File: src/drp_pkg.sv
// Shared types, widths and ROM tables for the drag Reynolds product interpolator.
package drp_pkg;

    localparam int TABLE_POINTS = 34;
    localparam int SEGMENTS     = TABLE_POINTS - 1;
    localparam int SEG_W        = $clog2(SEGMENTS);

    localparam int IN_W      = 22;
    localparam int OUT_W     = 26;
    localparam int REGION_W  = 2;
    localparam int CD_W      = 20;
    localparam int SLOPE_W   = 26;
    localparam int CD_FRAC   = 16;
    localparam int OFS_W     = IN_W + 1;
    localparam int PROD1_W   = SLOPE_W + OFS_W;
    localparam int QUOT_W    = PROD1_W - CD_FRAC;
    localparam int CD_SUM_W  = QUOT_W + 2;
    localparam int CD_SAT_W  = 24;
    localparam int PROD2_W   = CD_SAT_W + IN_W;
    localparam int SCALED_W  = PROD2_W + 1 - CD_FRAC;

    localparam int S_TDATA_W = 24;
    localparam int M_TDATA_W = 32;
    localparam int M_TUSER_W = 3;

    localparam int QDEPTH = 4;
    localparam int PTR_W  = $clog2(QDEPTH);
    localparam int CNT_W  = $clog2(QDEPTH + 1);

    localparam logic [REGION_W-1:0] REGION_BELOW  = 2'd0;
    localparam logic [REGION_W-1:0] REGION_INSIDE = 2'd1;
    localparam logic [REGION_W-1:0] REGION_ABOVE  = 2'd2;

    typedef struct packed {
        logic [IN_W-1:0]     reynolds;
        logic [SEG_W-1:0]    seg;
        logic [REGION_W-1:0] region;
    } drp_item_t;

    typedef struct packed {
        logic full;
        logic empty;
    } drp_qstat_t;

    localparam logic [IN_W-1:0] BP_Q [TABLE_POINTS] = '{
        22'd461,    22'd2460,   22'd5990,   22'd11059,  22'd17587,  22'd25318,
        22'd34304,  22'd44800,  22'd56320,  22'd68864,  22'd95232,  22'd123648,
        22'd154368, 22'd187136, 22'd221696, 22'd259328, 22'd297984, 22'd336128,
        22'd374016, 22'd412928, 22'd451584, 22'd490240, 22'd528896, 22'd566016,
        22'd603392, 22'd640000, 22'd674816, 22'd709632, 22'd743680, 22'd776448,
        22'd809984, 22'd843008, 22'd876288, 22'd908544
    };

    localparam logic [CD_W-1:0] CD_Q [TABLE_POINTS] = '{
        20'd983040, 20'd275251, 20'd157286, 20'd108790, 20'd83886,  20'd70124,
        20'd60686,  20'd53412,  20'd47776,  20'd43975,  20'd39780,  20'd37356,
        20'd35717,  20'd34603,  20'd33882,  20'd33030,  20'd32440,  20'd32375,
        20'd32637,  20'd32965,  20'd33489,  20'd34079,  20'd34669,  20'd35652,
        20'd36635,  20'd37683,  20'd38928,  20'd40305,  20'd41615,  20'd43254,
        20'd44630,  20'd45875,  20'd47645,  20'd49218
    };

    // Coefficient change per input LSB, Q.16 scaled by 2^16, rounded half away from zero.
    localparam logic signed [SLOPE_W-1:0] SLOPE_Q [SEGMENTS] = '{
        SLOPE_W'(-((64'sd707789 * 131072 + 1999) / (2 * 1999))),
        SLOPE_W'(-((64'sd117965 * 131072 + 3530) / (2 * 3530))),
        SLOPE_W'(-((64'sd48496 * 131072 + 5069) / (2 * 5069))),
        SLOPE_W'(-((64'sd24904 * 131072 + 6528) / (2 * 6528))),
        SLOPE_W'(-((64'sd13762 * 131072 + 7731) / (2 * 7731))),
        SLOPE_W'(-((64'sd9438 * 131072 + 8986) / (2 * 8986))),
        SLOPE_W'(-((64'sd7274 * 131072 + 10496) / (2 * 10496))),
        SLOPE_W'(-((64'sd5636 * 131072 + 11520) / (2 * 11520))),
        SLOPE_W'(-((64'sd3801 * 131072 + 12544) / (2 * 12544))),
        SLOPE_W'(-((64'sd4195 * 131072 + 26368) / (2 * 26368))),
        SLOPE_W'(-((64'sd2424 * 131072 + 28416) / (2 * 28416))),
        SLOPE_W'(-((64'sd1639 * 131072 + 30720) / (2 * 30720))),
        SLOPE_W'(-((64'sd1114 * 131072 + 32768) / (2 * 32768))),
        SLOPE_W'(-((64'sd721 * 131072 + 34560) / (2 * 34560))),
        SLOPE_W'(-((64'sd852 * 131072 + 37632) / (2 * 37632))),
        SLOPE_W'(-((64'sd590 * 131072 + 38656) / (2 * 38656))),
        SLOPE_W'(-((64'sd65 * 131072 + 38144) / (2 * 38144))),
        SLOPE_W'((64'sd262 * 131072 + 37888) / (2 * 37888)),
        SLOPE_W'((64'sd328 * 131072 + 38912) / (2 * 38912)),
        SLOPE_W'((64'sd524 * 131072 + 38656) / (2 * 38656)),
        SLOPE_W'((64'sd590 * 131072 + 38656) / (2 * 38656)),
        SLOPE_W'((64'sd590 * 131072 + 38656) / (2 * 38656)),
        SLOPE_W'((64'sd983 * 131072 + 37120) / (2 * 37120)),
        SLOPE_W'((64'sd983 * 131072 + 37376) / (2 * 37376)),
        SLOPE_W'((64'sd1048 * 131072 + 36608) / (2 * 36608)),
        SLOPE_W'((64'sd1245 * 131072 + 34816) / (2 * 34816)),
        SLOPE_W'((64'sd1377 * 131072 + 34816) / (2 * 34816)),
        SLOPE_W'((64'sd1310 * 131072 + 34048) / (2 * 34048)),
        SLOPE_W'((64'sd1639 * 131072 + 32768) / (2 * 32768)),
        SLOPE_W'((64'sd1376 * 131072 + 33536) / (2 * 33536)),
        SLOPE_W'((64'sd1245 * 131072 + 33024) / (2 * 33024)),
        SLOPE_W'((64'sd1770 * 131072 + 33280) / (2 * 33280)),
        SLOPE_W'((64'sd1573 * 131072 + 32256) / (2 * 32256))
    };

endpackage

File: src/drp_front.sv
// Front end: accepts input transfers and classifies each value into a table segment.
module drp_front (
    input  logic                           s_tvalid,
    output logic                           s_tready,
    input  logic [drp_pkg::S_TDATA_W-1:0]  s_tdata,   // [21:0] reynolds
    input  drp_pkg::drp_qstat_t            qstat,
    output logic                           q_push,
    output drp_pkg::drp_item_t             q_item
);
    import drp_pkg::*;

    logic [IN_W-1:0]         value;
    logic [TABLE_POINTS-1:0] ge;
    logic [SEG_W-1:0]        seg_hit;

    always_comb begin
        value = s_tdata[IN_W-1:0];
        for (int k = 0; k < TABLE_POINTS; k++) begin
            ge[k] = (value >= BP_Q[k]);
        end
        seg_hit = '0;
        for (int k = 0; k < SEGMENTS; k++) begin
            if (ge[k] && !ge[k+1]) begin
                seg_hit = seg_hit | SEG_W'(k);
            end
        end
        q_item.reynolds = value;
        priority if (!ge[0]) begin
            q_item.seg    = '0;
            q_item.region = REGION_BELOW;
        end else if (ge[TABLE_POINTS-1]) begin
            q_item.seg    = SEG_W'(SEGMENTS - 1);
            q_item.region = REGION_ABOVE;
        end else begin
            q_item.seg    = seg_hit;
            q_item.region = REGION_INSIDE;
        end
    end

    assign s_tready = !qstat.full;
    assign q_push   = s_tvalid && !qstat.full;

endmodule

File: src/drp_queue.sv
// Short queue of classified items between the front end and the arithmetic pipeline.
module drp_queue (
    input  logic                aclk,
    input  logic                aresetn,
    input  logic                push,
    input  drp_pkg::drp_item_t  push_item,
    input  logic                pop,
    output drp_pkg::drp_item_t  pop_item,
    output drp_pkg::drp_qstat_t qstat
);
    import drp_pkg::*;

    drp_item_t        mem [QDEPTH];
    logic [PTR_W-1:0] wr_ptr_reg;
    logic [PTR_W-1:0] rd_ptr_reg;
    logic [CNT_W-1:0] count_reg;
    logic [CNT_W-1:0] count_next;

    always_comb begin
        count_next = count_reg + CNT_W'(push) - CNT_W'(pop);
    end

    always_ff @(posedge aclk) begin
        if (!aresetn) begin
            wr_ptr_reg <= '0;
            rd_ptr_reg <= '0;
            count_reg  <= '0;
        end else begin
            if (push) begin
                wr_ptr_reg <= wr_ptr_reg + PTR_W'(1);
            end
            if (pop) begin
                rd_ptr_reg <= rd_ptr_reg + PTR_W'(1);
            end
            count_reg <= count_next;
        end
    end

    always_ff @(posedge aclk) begin
        if (push) begin
            mem[wr_ptr_reg] <= push_item;
        end
    end

    assign pop_item    = mem[rd_ptr_reg];
    assign qstat.full  = (count_reg == CNT_W'(QDEPTH));
    assign qstat.empty = (count_reg == '0);

    a_count_bound: assert property (@(posedge aclk) disable iff (!aresetn)
        count_reg <= CNT_W'(QDEPTH))
        else $error("queue count beyond depth");

    a_count_track: assert property (@(posedge aclk) disable iff (!aresetn)
        (push && !pop) |=> (count_reg == $past(count_reg) + CNT_W'(1)))
        else $error("queue count lost a push");

endmodule

File: src/drp_back.sv
// Back end: interpolates the coefficient, forms the product, rounds and saturates.
module drp_back (
    input  logic                           aclk,
    input  logic                           aresetn,
    input  drp_pkg::drp_qstat_t            qstat,
    input  drp_pkg::drp_item_t             q_item,
    output logic                           q_pop,
    output logic                           m_tvalid,
    input  logic                           m_tready,
    output logic [drp_pkg::M_TDATA_W-1:0]  m_tdata,   // [25:0] drag_times_re
    output logic [drp_pkg::M_TUSER_W-1:0]  m_tuser    // [1:0] region, [2] saturated
);
    import drp_pkg::*;

    localparam logic [PROD1_W-1:0] HALF1 = PROD1_W'(2 ** (CD_FRAC - 1));
    localparam logic [PROD2_W:0]   HALF2 = (PROD2_W + 1)'(2 ** (CD_FRAC - 1));

    logic advance;

    logic                       s1_valid_reg;
    logic signed [PROD1_W-1:0]  s1_prod_reg;
    logic signed [PROD1_W-1:0]  s1_prod_next;
    logic [CD_W-1:0]            s1_cd_reg;
    logic [IN_W-1:0]            s1_v_reg;
    logic [REGION_W-1:0]        s1_region_reg;

    logic                       s2_valid_reg;
    logic [CD_SAT_W-1:0]        s2_cd_reg;
    logic [CD_SAT_W-1:0]        s2_cd_next;
    logic [IN_W-1:0]            s2_v_reg;
    logic [REGION_W-1:0]        s2_region_reg;

    logic                       s3_valid_reg;
    logic [PROD2_W-1:0]         s3_prod_reg;
    logic [PROD2_W-1:0]         s3_prod_next;
    logic [REGION_W-1:0]        s3_region_reg;

    logic                       out_valid_reg;
    logic [OUT_W-1:0]           out_drag_reg;
    logic [OUT_W-1:0]           out_drag_next;
    logic [REGION_W-1:0]        out_region_reg;
    logic                       out_sat_reg;
    logic                       out_sat_next;

    logic [IN_W-1:0]            bp;
    logic signed [SLOPE_W-1:0]  slope;
    logic signed [OFS_W-1:0]    offset;
    logic                       neg;
    logic [PROD1_W-1:0]         mag;
    logic [PROD1_W-1:0]         mag_rnd;
    logic [QUOT_W-1:0]          quot;
    logic signed [QUOT_W:0]     corr;
    logic signed [CD_SUM_W-1:0] cd_sum;
    logic [PROD2_W:0]           prod_rnd;
    logic [SCALED_W-1:0]        scaled;

    assign advance = !out_valid_reg || m_tready;
    assign q_pop   = advance && !qstat.empty;

    always_comb begin
        bp     = BP_Q[q_item.seg];
        slope  = SLOPE_Q[q_item.seg];
        offset = $signed({1'b0, q_item.reynolds}) - $signed({1'b0, bp});
        s1_prod_next = PROD1_W'(slope) * PROD1_W'(offset);
    end

    always_comb begin
        neg     = s1_prod_reg[PROD1_W-1];
        mag     = neg ? PROD1_W'(-s1_prod_reg) : PROD1_W'(s1_prod_reg);
        mag_rnd = mag + HALF1;
        quot    = mag_rnd[PROD1_W-1:CD_FRAC];
        corr    = neg ? -$signed({1'b0, quot}) : $signed({1'b0, quot});
        cd_sum  = CD_SUM_W'($signed({1'b0, s1_cd_reg})) + CD_SUM_W'(corr);
        priority if (cd_sum[CD_SUM_W-1]) begin
            s2_cd_next = '0;
        end else if (|cd_sum[CD_SUM_W-2:CD_SAT_W]) begin
            s2_cd_next = '1;
        end else begin
            s2_cd_next = cd_sum[CD_SAT_W-1:0];
        end
    end

    always_comb begin
        s3_prod_next = PROD2_W'(s2_cd_reg) * PROD2_W'(s2_v_reg);
    end

    always_comb begin
        prod_rnd      = (PROD2_W + 1)'(s3_prod_reg) + HALF2;
        scaled        = prod_rnd[PROD2_W:CD_FRAC];
        out_sat_next  = |scaled[SCALED_W-1:OUT_W];
        out_drag_next = out_sat_next ? '1 : scaled[OUT_W-1:0];
    end

    always_ff @(posedge aclk) begin
        if (!aresetn) begin
            s1_valid_reg  <= 1'b0;
            s2_valid_reg  <= 1'b0;
            s3_valid_reg  <= 1'b0;
            out_valid_reg <= 1'b0;
        end else if (advance) begin
            s1_valid_reg  <= q_pop;
            s2_valid_reg  <= s1_valid_reg;
            s3_valid_reg  <= s2_valid_reg;
            out_valid_reg <= s3_valid_reg;
        end
    end

    always_ff @(posedge aclk) begin
        if (advance) begin
            s1_prod_reg    <= s1_prod_next;
            s1_cd_reg      <= CD_Q[q_item.seg];
            s1_v_reg       <= q_item.reynolds;
            s1_region_reg  <= q_item.region;
            s2_cd_reg      <= s2_cd_next;
            s2_v_reg       <= s1_v_reg;
            s2_region_reg  <= s1_region_reg;
            s3_prod_reg    <= s3_prod_next;
            s3_region_reg  <= s2_region_reg;
            out_drag_reg   <= out_drag_next;
            out_region_reg <= s3_region_reg;
            out_sat_reg    <= out_sat_next;
        end
    end

    assign m_tvalid = out_valid_reg;
    assign m_tdata  = {(M_TDATA_W - OUT_W)'(0), out_drag_reg};
    assign m_tuser  = {out_sat_reg, out_region_reg};

    a_pop_enters: assert property (@(posedge aclk) disable iff (!aresetn)
        q_pop |=> s1_valid_reg)
        else $error("popped item did not enter the pipeline");

    a_stage_moves: assert property (@(posedge aclk) disable iff (!aresetn)
        (advance && s1_valid_reg) |=> s2_valid_reg)
        else $error("item dropped between interpolation stages");

endmodule

File: src/drag_reynolds_product_interpolator.sv
// Top level of the drag coefficient times Reynolds number interpolator.
//
// Each input transfer carries one Reynolds number (22 bits, 8 fraction bits). The block
// places it in a 34-point breakpoint table, interpolates the drag coefficient linearly
// (extrapolating along the first segment below the table and along the last segment at or
// above it), multiplies by the input and returns the rounded product with 8 fraction bits,
// saturated at 2^26-1, together with the region code and a saturation flag in tuser.
// Sustained rate is one item per clock while m_tready stays high. Items pass through the
// queue and then the four-stage arithmetic pipeline (slope multiply, coefficient add and
// clamp, product multiply, round and saturate). A four-entry queue between the classifier
// and the pipeline absorbs output backpressure; s_tready drops only when it is full.
module drag_reynolds_product_interpolator (
    input  logic                           aclk,
    input  logic                           aresetn,
    input  logic                           s_tvalid,
    output logic                           s_tready,
    input  logic [drp_pkg::S_TDATA_W-1:0]  s_tdata,   // [21:0] reynolds
    output logic                           m_tvalid,
    input  logic                           m_tready,
    output logic [drp_pkg::M_TDATA_W-1:0]  m_tdata,   // [25:0] drag_times_re
    output logic [drp_pkg::M_TUSER_W-1:0]  m_tuser    // [1:0] region, [2] saturated
);
    import drp_pkg::*;

    drp_qstat_t qstat;
    drp_item_t  push_item;
    drp_item_t  pop_item;
    logic       push;
    logic       pop;

    drp_front u_front (
        .s_tvalid (s_tvalid),
        .s_tready (s_tready),
        .s_tdata  (s_tdata),
        .qstat    (qstat),
        .q_push   (push),
        .q_item   (push_item)
    );

    drp_queue u_queue (
        .aclk      (aclk),
        .aresetn   (aresetn),
        .push      (push),
        .push_item (push_item),
        .pop       (pop),
        .pop_item  (pop_item),
        .qstat     (qstat)
    );

    drp_back u_back (
        .aclk     (aclk),
        .aresetn  (aresetn),
        .qstat    (qstat),
        .q_item   (pop_item),
        .q_pop    (pop),
        .m_tvalid (m_tvalid),
        .m_tready (m_tready),
        .m_tdata  (m_tdata),
        .m_tuser  (m_tuser)
    );

endmodule

File: config.mk
export PLATFORM = sky130hd
export DESIGN_NAME = drag_reynolds_product_interpolator
export DESIGN_NICKNAME = d
export VERILOG_FILES = /design/src/drp_pkg.sv /design/src/drp_front.sv /design/src/drp_queue.sv /design/src/drp_back.sv /design/src/drag_reynolds_product_interpolator.sv
export SDC_FILE = /design/constraint.sdc
export NUM_CORES = 2
export LEC_CHECK = 0
export ABC_CLOCK_PERIOD_IN_PS = 17300
export BUFFER_PORTS_ARGS = -buffer_cell sky130_fd_sc_hd__buf_2
export CORE_MARGIN = 1
export CORE_UTILIZATION = 55
export CTS_BUF_LIST = sky130_fd_sc_hd__clkbuf_8
export CTS_CLUSTER_SIZE = 14
export DETAILED_ROUTE_END_ITERATION = 16
export PLACE_DENSITY = 0.72
export REMOVE_ABC_BUFFERS = 1
export SYNTH_ARGS = -nofsm -noshare
export SYNTH_HDL_FRONTEND = slang
export SYNTH_HIERARCHICAL = 1
export SYNTH_SLANG_ARGS = --single-unit
File: constraint.sdc
create_clock -name aclk -period 17.3 [get_ports aclk]
set_input_delay 3.46 -clock aclk [delete_from_list [all_inputs] [get_ports aclk]]
set_output_delay 3.46 -clock aclk [all_outputs]
set_load 0.1 [all_outputs]
==> metrics.cfg <==
[cells_and_area]
largest_reg_flops = 120
drive_gt1_frac = 0.05711
nets = 7479
fill_cells = 9084
area_growth_syn_to_layout_pct = 4.159

[clocking]
cts_buffers = 56
cts-hold-fix-buffers = 0
clock_sinks = 336
path_clk_slew_ps = 60
clock_latency_ps = 690
cts_resized = 0
cts_tree = done
htreeDepth = 2
post_cts_buffers = 0
clockBufferDepth = 3
cts-root-buf = clkbuf_8

[sta]
rsz0062_at_grt = no
setup_violations = 0
slew_viol_final = 0
min_period_over_period = 0.8866
finalClockSkew_ps = 69.91
finalHoldViolCount = 0
slew_headroom = 0.1544
tns_ps = 0
tightest_slew_ps = 1268
max_freq_mhz = 65.19
min_period_ps = 15340

[global_routing]
grt_start_max_net_pins = 151
antenna_found_initial = 5
gr-total-overflow = 0
grt_pass1_vias = 44860
grt_first_pass_wirelength_mm = 240.6
track_usage = 0.2846

[synth]
synth-async-reset-ratio = 0
syn_area_um2 = 58180
synth_top_area_cell = fa_1
syn_area_per_cell_um2 = 9.463
ys_seq_area_frac = 0.1712
yosys_warnings = 6
synth_common_cells = 1167 x inv_1, 1067 x fa_1, 891 x nand2_1, 388 x nor2_1, 352 x ha_1
ys_seq_elements = 336
synth_most_common_cell = inv_1
synth_edf_count = 323
yosysTopAreaCellShare = 0.3672
synth_ff_type = edfxtp_1
syn-instance-count = 6148
yosys.cell_types.count = 107
synth_area_leaders = fa_1 37%, edfxtp_1 17%, ha_1 7.6%, inv_1 7.5%, nand2_1 5.7%

[detailed_routing]
met2_length_mm = 68.78
antenna_left = 0
viasPerCell = 5.741
wl_per_cell_um = 19.69
drt_iter0_markers = 3453
wl_met3_mm = 12.63
dr.pass1.iters = 8
route.detailed.drc = 0
met1_length_mm = 60.36
highest_layer = met4
wirelength_mm = 146.9
vias = 42810

[setup_path]
crit_path_start_kind = flip-flop
critPathMaxStageDelay_ps = 930
r2r_slack_ps = 1960
critPathBufInv = 6
cp_max_fo = 18
crit_family = adder cells
required_ps = 17700
cp-end-kind = flip-flop
slowest_stage = xor2_1
critPathArrivalTime_ps = 15740
critPathKind = flip-flop to flip-flop
crit_top_cell = fa_1

[floorplanning]
die_h_um = 327.2
io_pins = 65
die-area_um2 = 107100
fp.dieW_um = 327.2
core_area_um2 = 104200
rows = 118
initial_core_util = 0.5581

[place]
gp_congestion = 0.9452
dpl.hpwl_mm = 117.0
port_buffers = 56

[outcome]
outcome = finished clean

[hold_path]
min_path_type = flip-flop to flip-flop
worstHoldStart = u_back/s1_v_reg[4]$_DFFE_PN_

[flow_run]
cap_violations = 0

## cells in the final DEF, fill, tap and decap left out, types with 23 or more instances in the layout
cell / count
a211oi_1: 26
a21o_1: 45
a21oi_1: 166
a31oi_1: 26
and2_1: 169
and3_1: 31
buf_2: 56
buf_4: 77
clkbuf_8: 58
edfxtp_1: 323
fa_1: 1067
ha_1: 352
inv_1: 1179
mux4_2: 32
nand2_1: 891
nand2b_1: 31
nand3_1: 102
nand4_1: 23
nor2_1: 385
nor2b_1: 42
nor3_1: 100
nor4_1: 29
o21ai_0: 113
o31ai_1: 26
or3_1: 31
xnor2_1: 159
xor2_1: 77
## area by class of cell
cell class	instances	area, um^2	share of cell area
antenna	1	2.502	0.00004130
clock buffer	58	798.3	0.01317
clock inverter	44	325.3	0.005368
inverter	1176	4422	0.07297
multi-input combinational	4329	42500	0.7014
sequential	336	9961	0.1644
tap	1380	1727	0.02849
timing repair buffer	133	858.3	0.01416
## final timing paths
path | cells after the start | end
worst max-delay path | 47 | u_back/s1_prod_reg[44]$_DFFE_PN_
worst min-delay path | 0 | u_back/s2_v_reg[4]$_DFFE_PN_
worst max register to register | 47 | u_back/s1_prod_reg[44]$_DFFE_PN_
worst min register to register | 0 | u_back/s2_v_reg[4]$_DFFE_PN_
## kinds of logic after synthesis
logic type	after synthesis	synth area share
adders and majority gates	1420	0.4430
DFF	336	0.1712
other	1	0.00006446
xor gates and xnor gates	243	0.03695
and+or+nand+nor	1950	0.1550
buffers and inverters	1488	0.1002
AOI/OAI and AO/OA	660	0.07794
muxes	50	0.01557
## worst register-to-register path, delay by kind of cell, from the launching register on
| kind | cells | cell delay [ps] |
|---|---|---|
| xor gates and xnor gates | 2 | 1030 |
| AOI/OAI and AO/OA | 20 | 4930 |
| muxes | 1 | 810 |
| DFF | 1 | 540 |
| and+or+nand+nor | 7 | 1680 |
| buffers and inverters | 6 | 800 |
| adders and majority gates | 11 | 5300 |
## per-layer routing
metal,track usage,vias up
met1,0.3881,21560
met2,0.4633,1765
met4,0.09315,0
met5,0,-
met3,0.04953,301
li1,-,19180
## stage by stage
stage	worst slack, ps	hold slack (ps)	instances	utilization	cell area, um^2
floorplan	2945	400.3	5841	-	56780
global placement	2417	401.5	7354	0.5705	59470
detailed placement	2254	404.5	7354	0.5705	59470
CTS	2164	420.4	7456	0.5813	60590
global route	1166	423.9	7457	0.5813	60600
finish	1961	417.3	7457	0.5813	60600
Power is not shown: default switching activity piles up to over one toggle a cycle in this logic, so the estimate is an artifact.
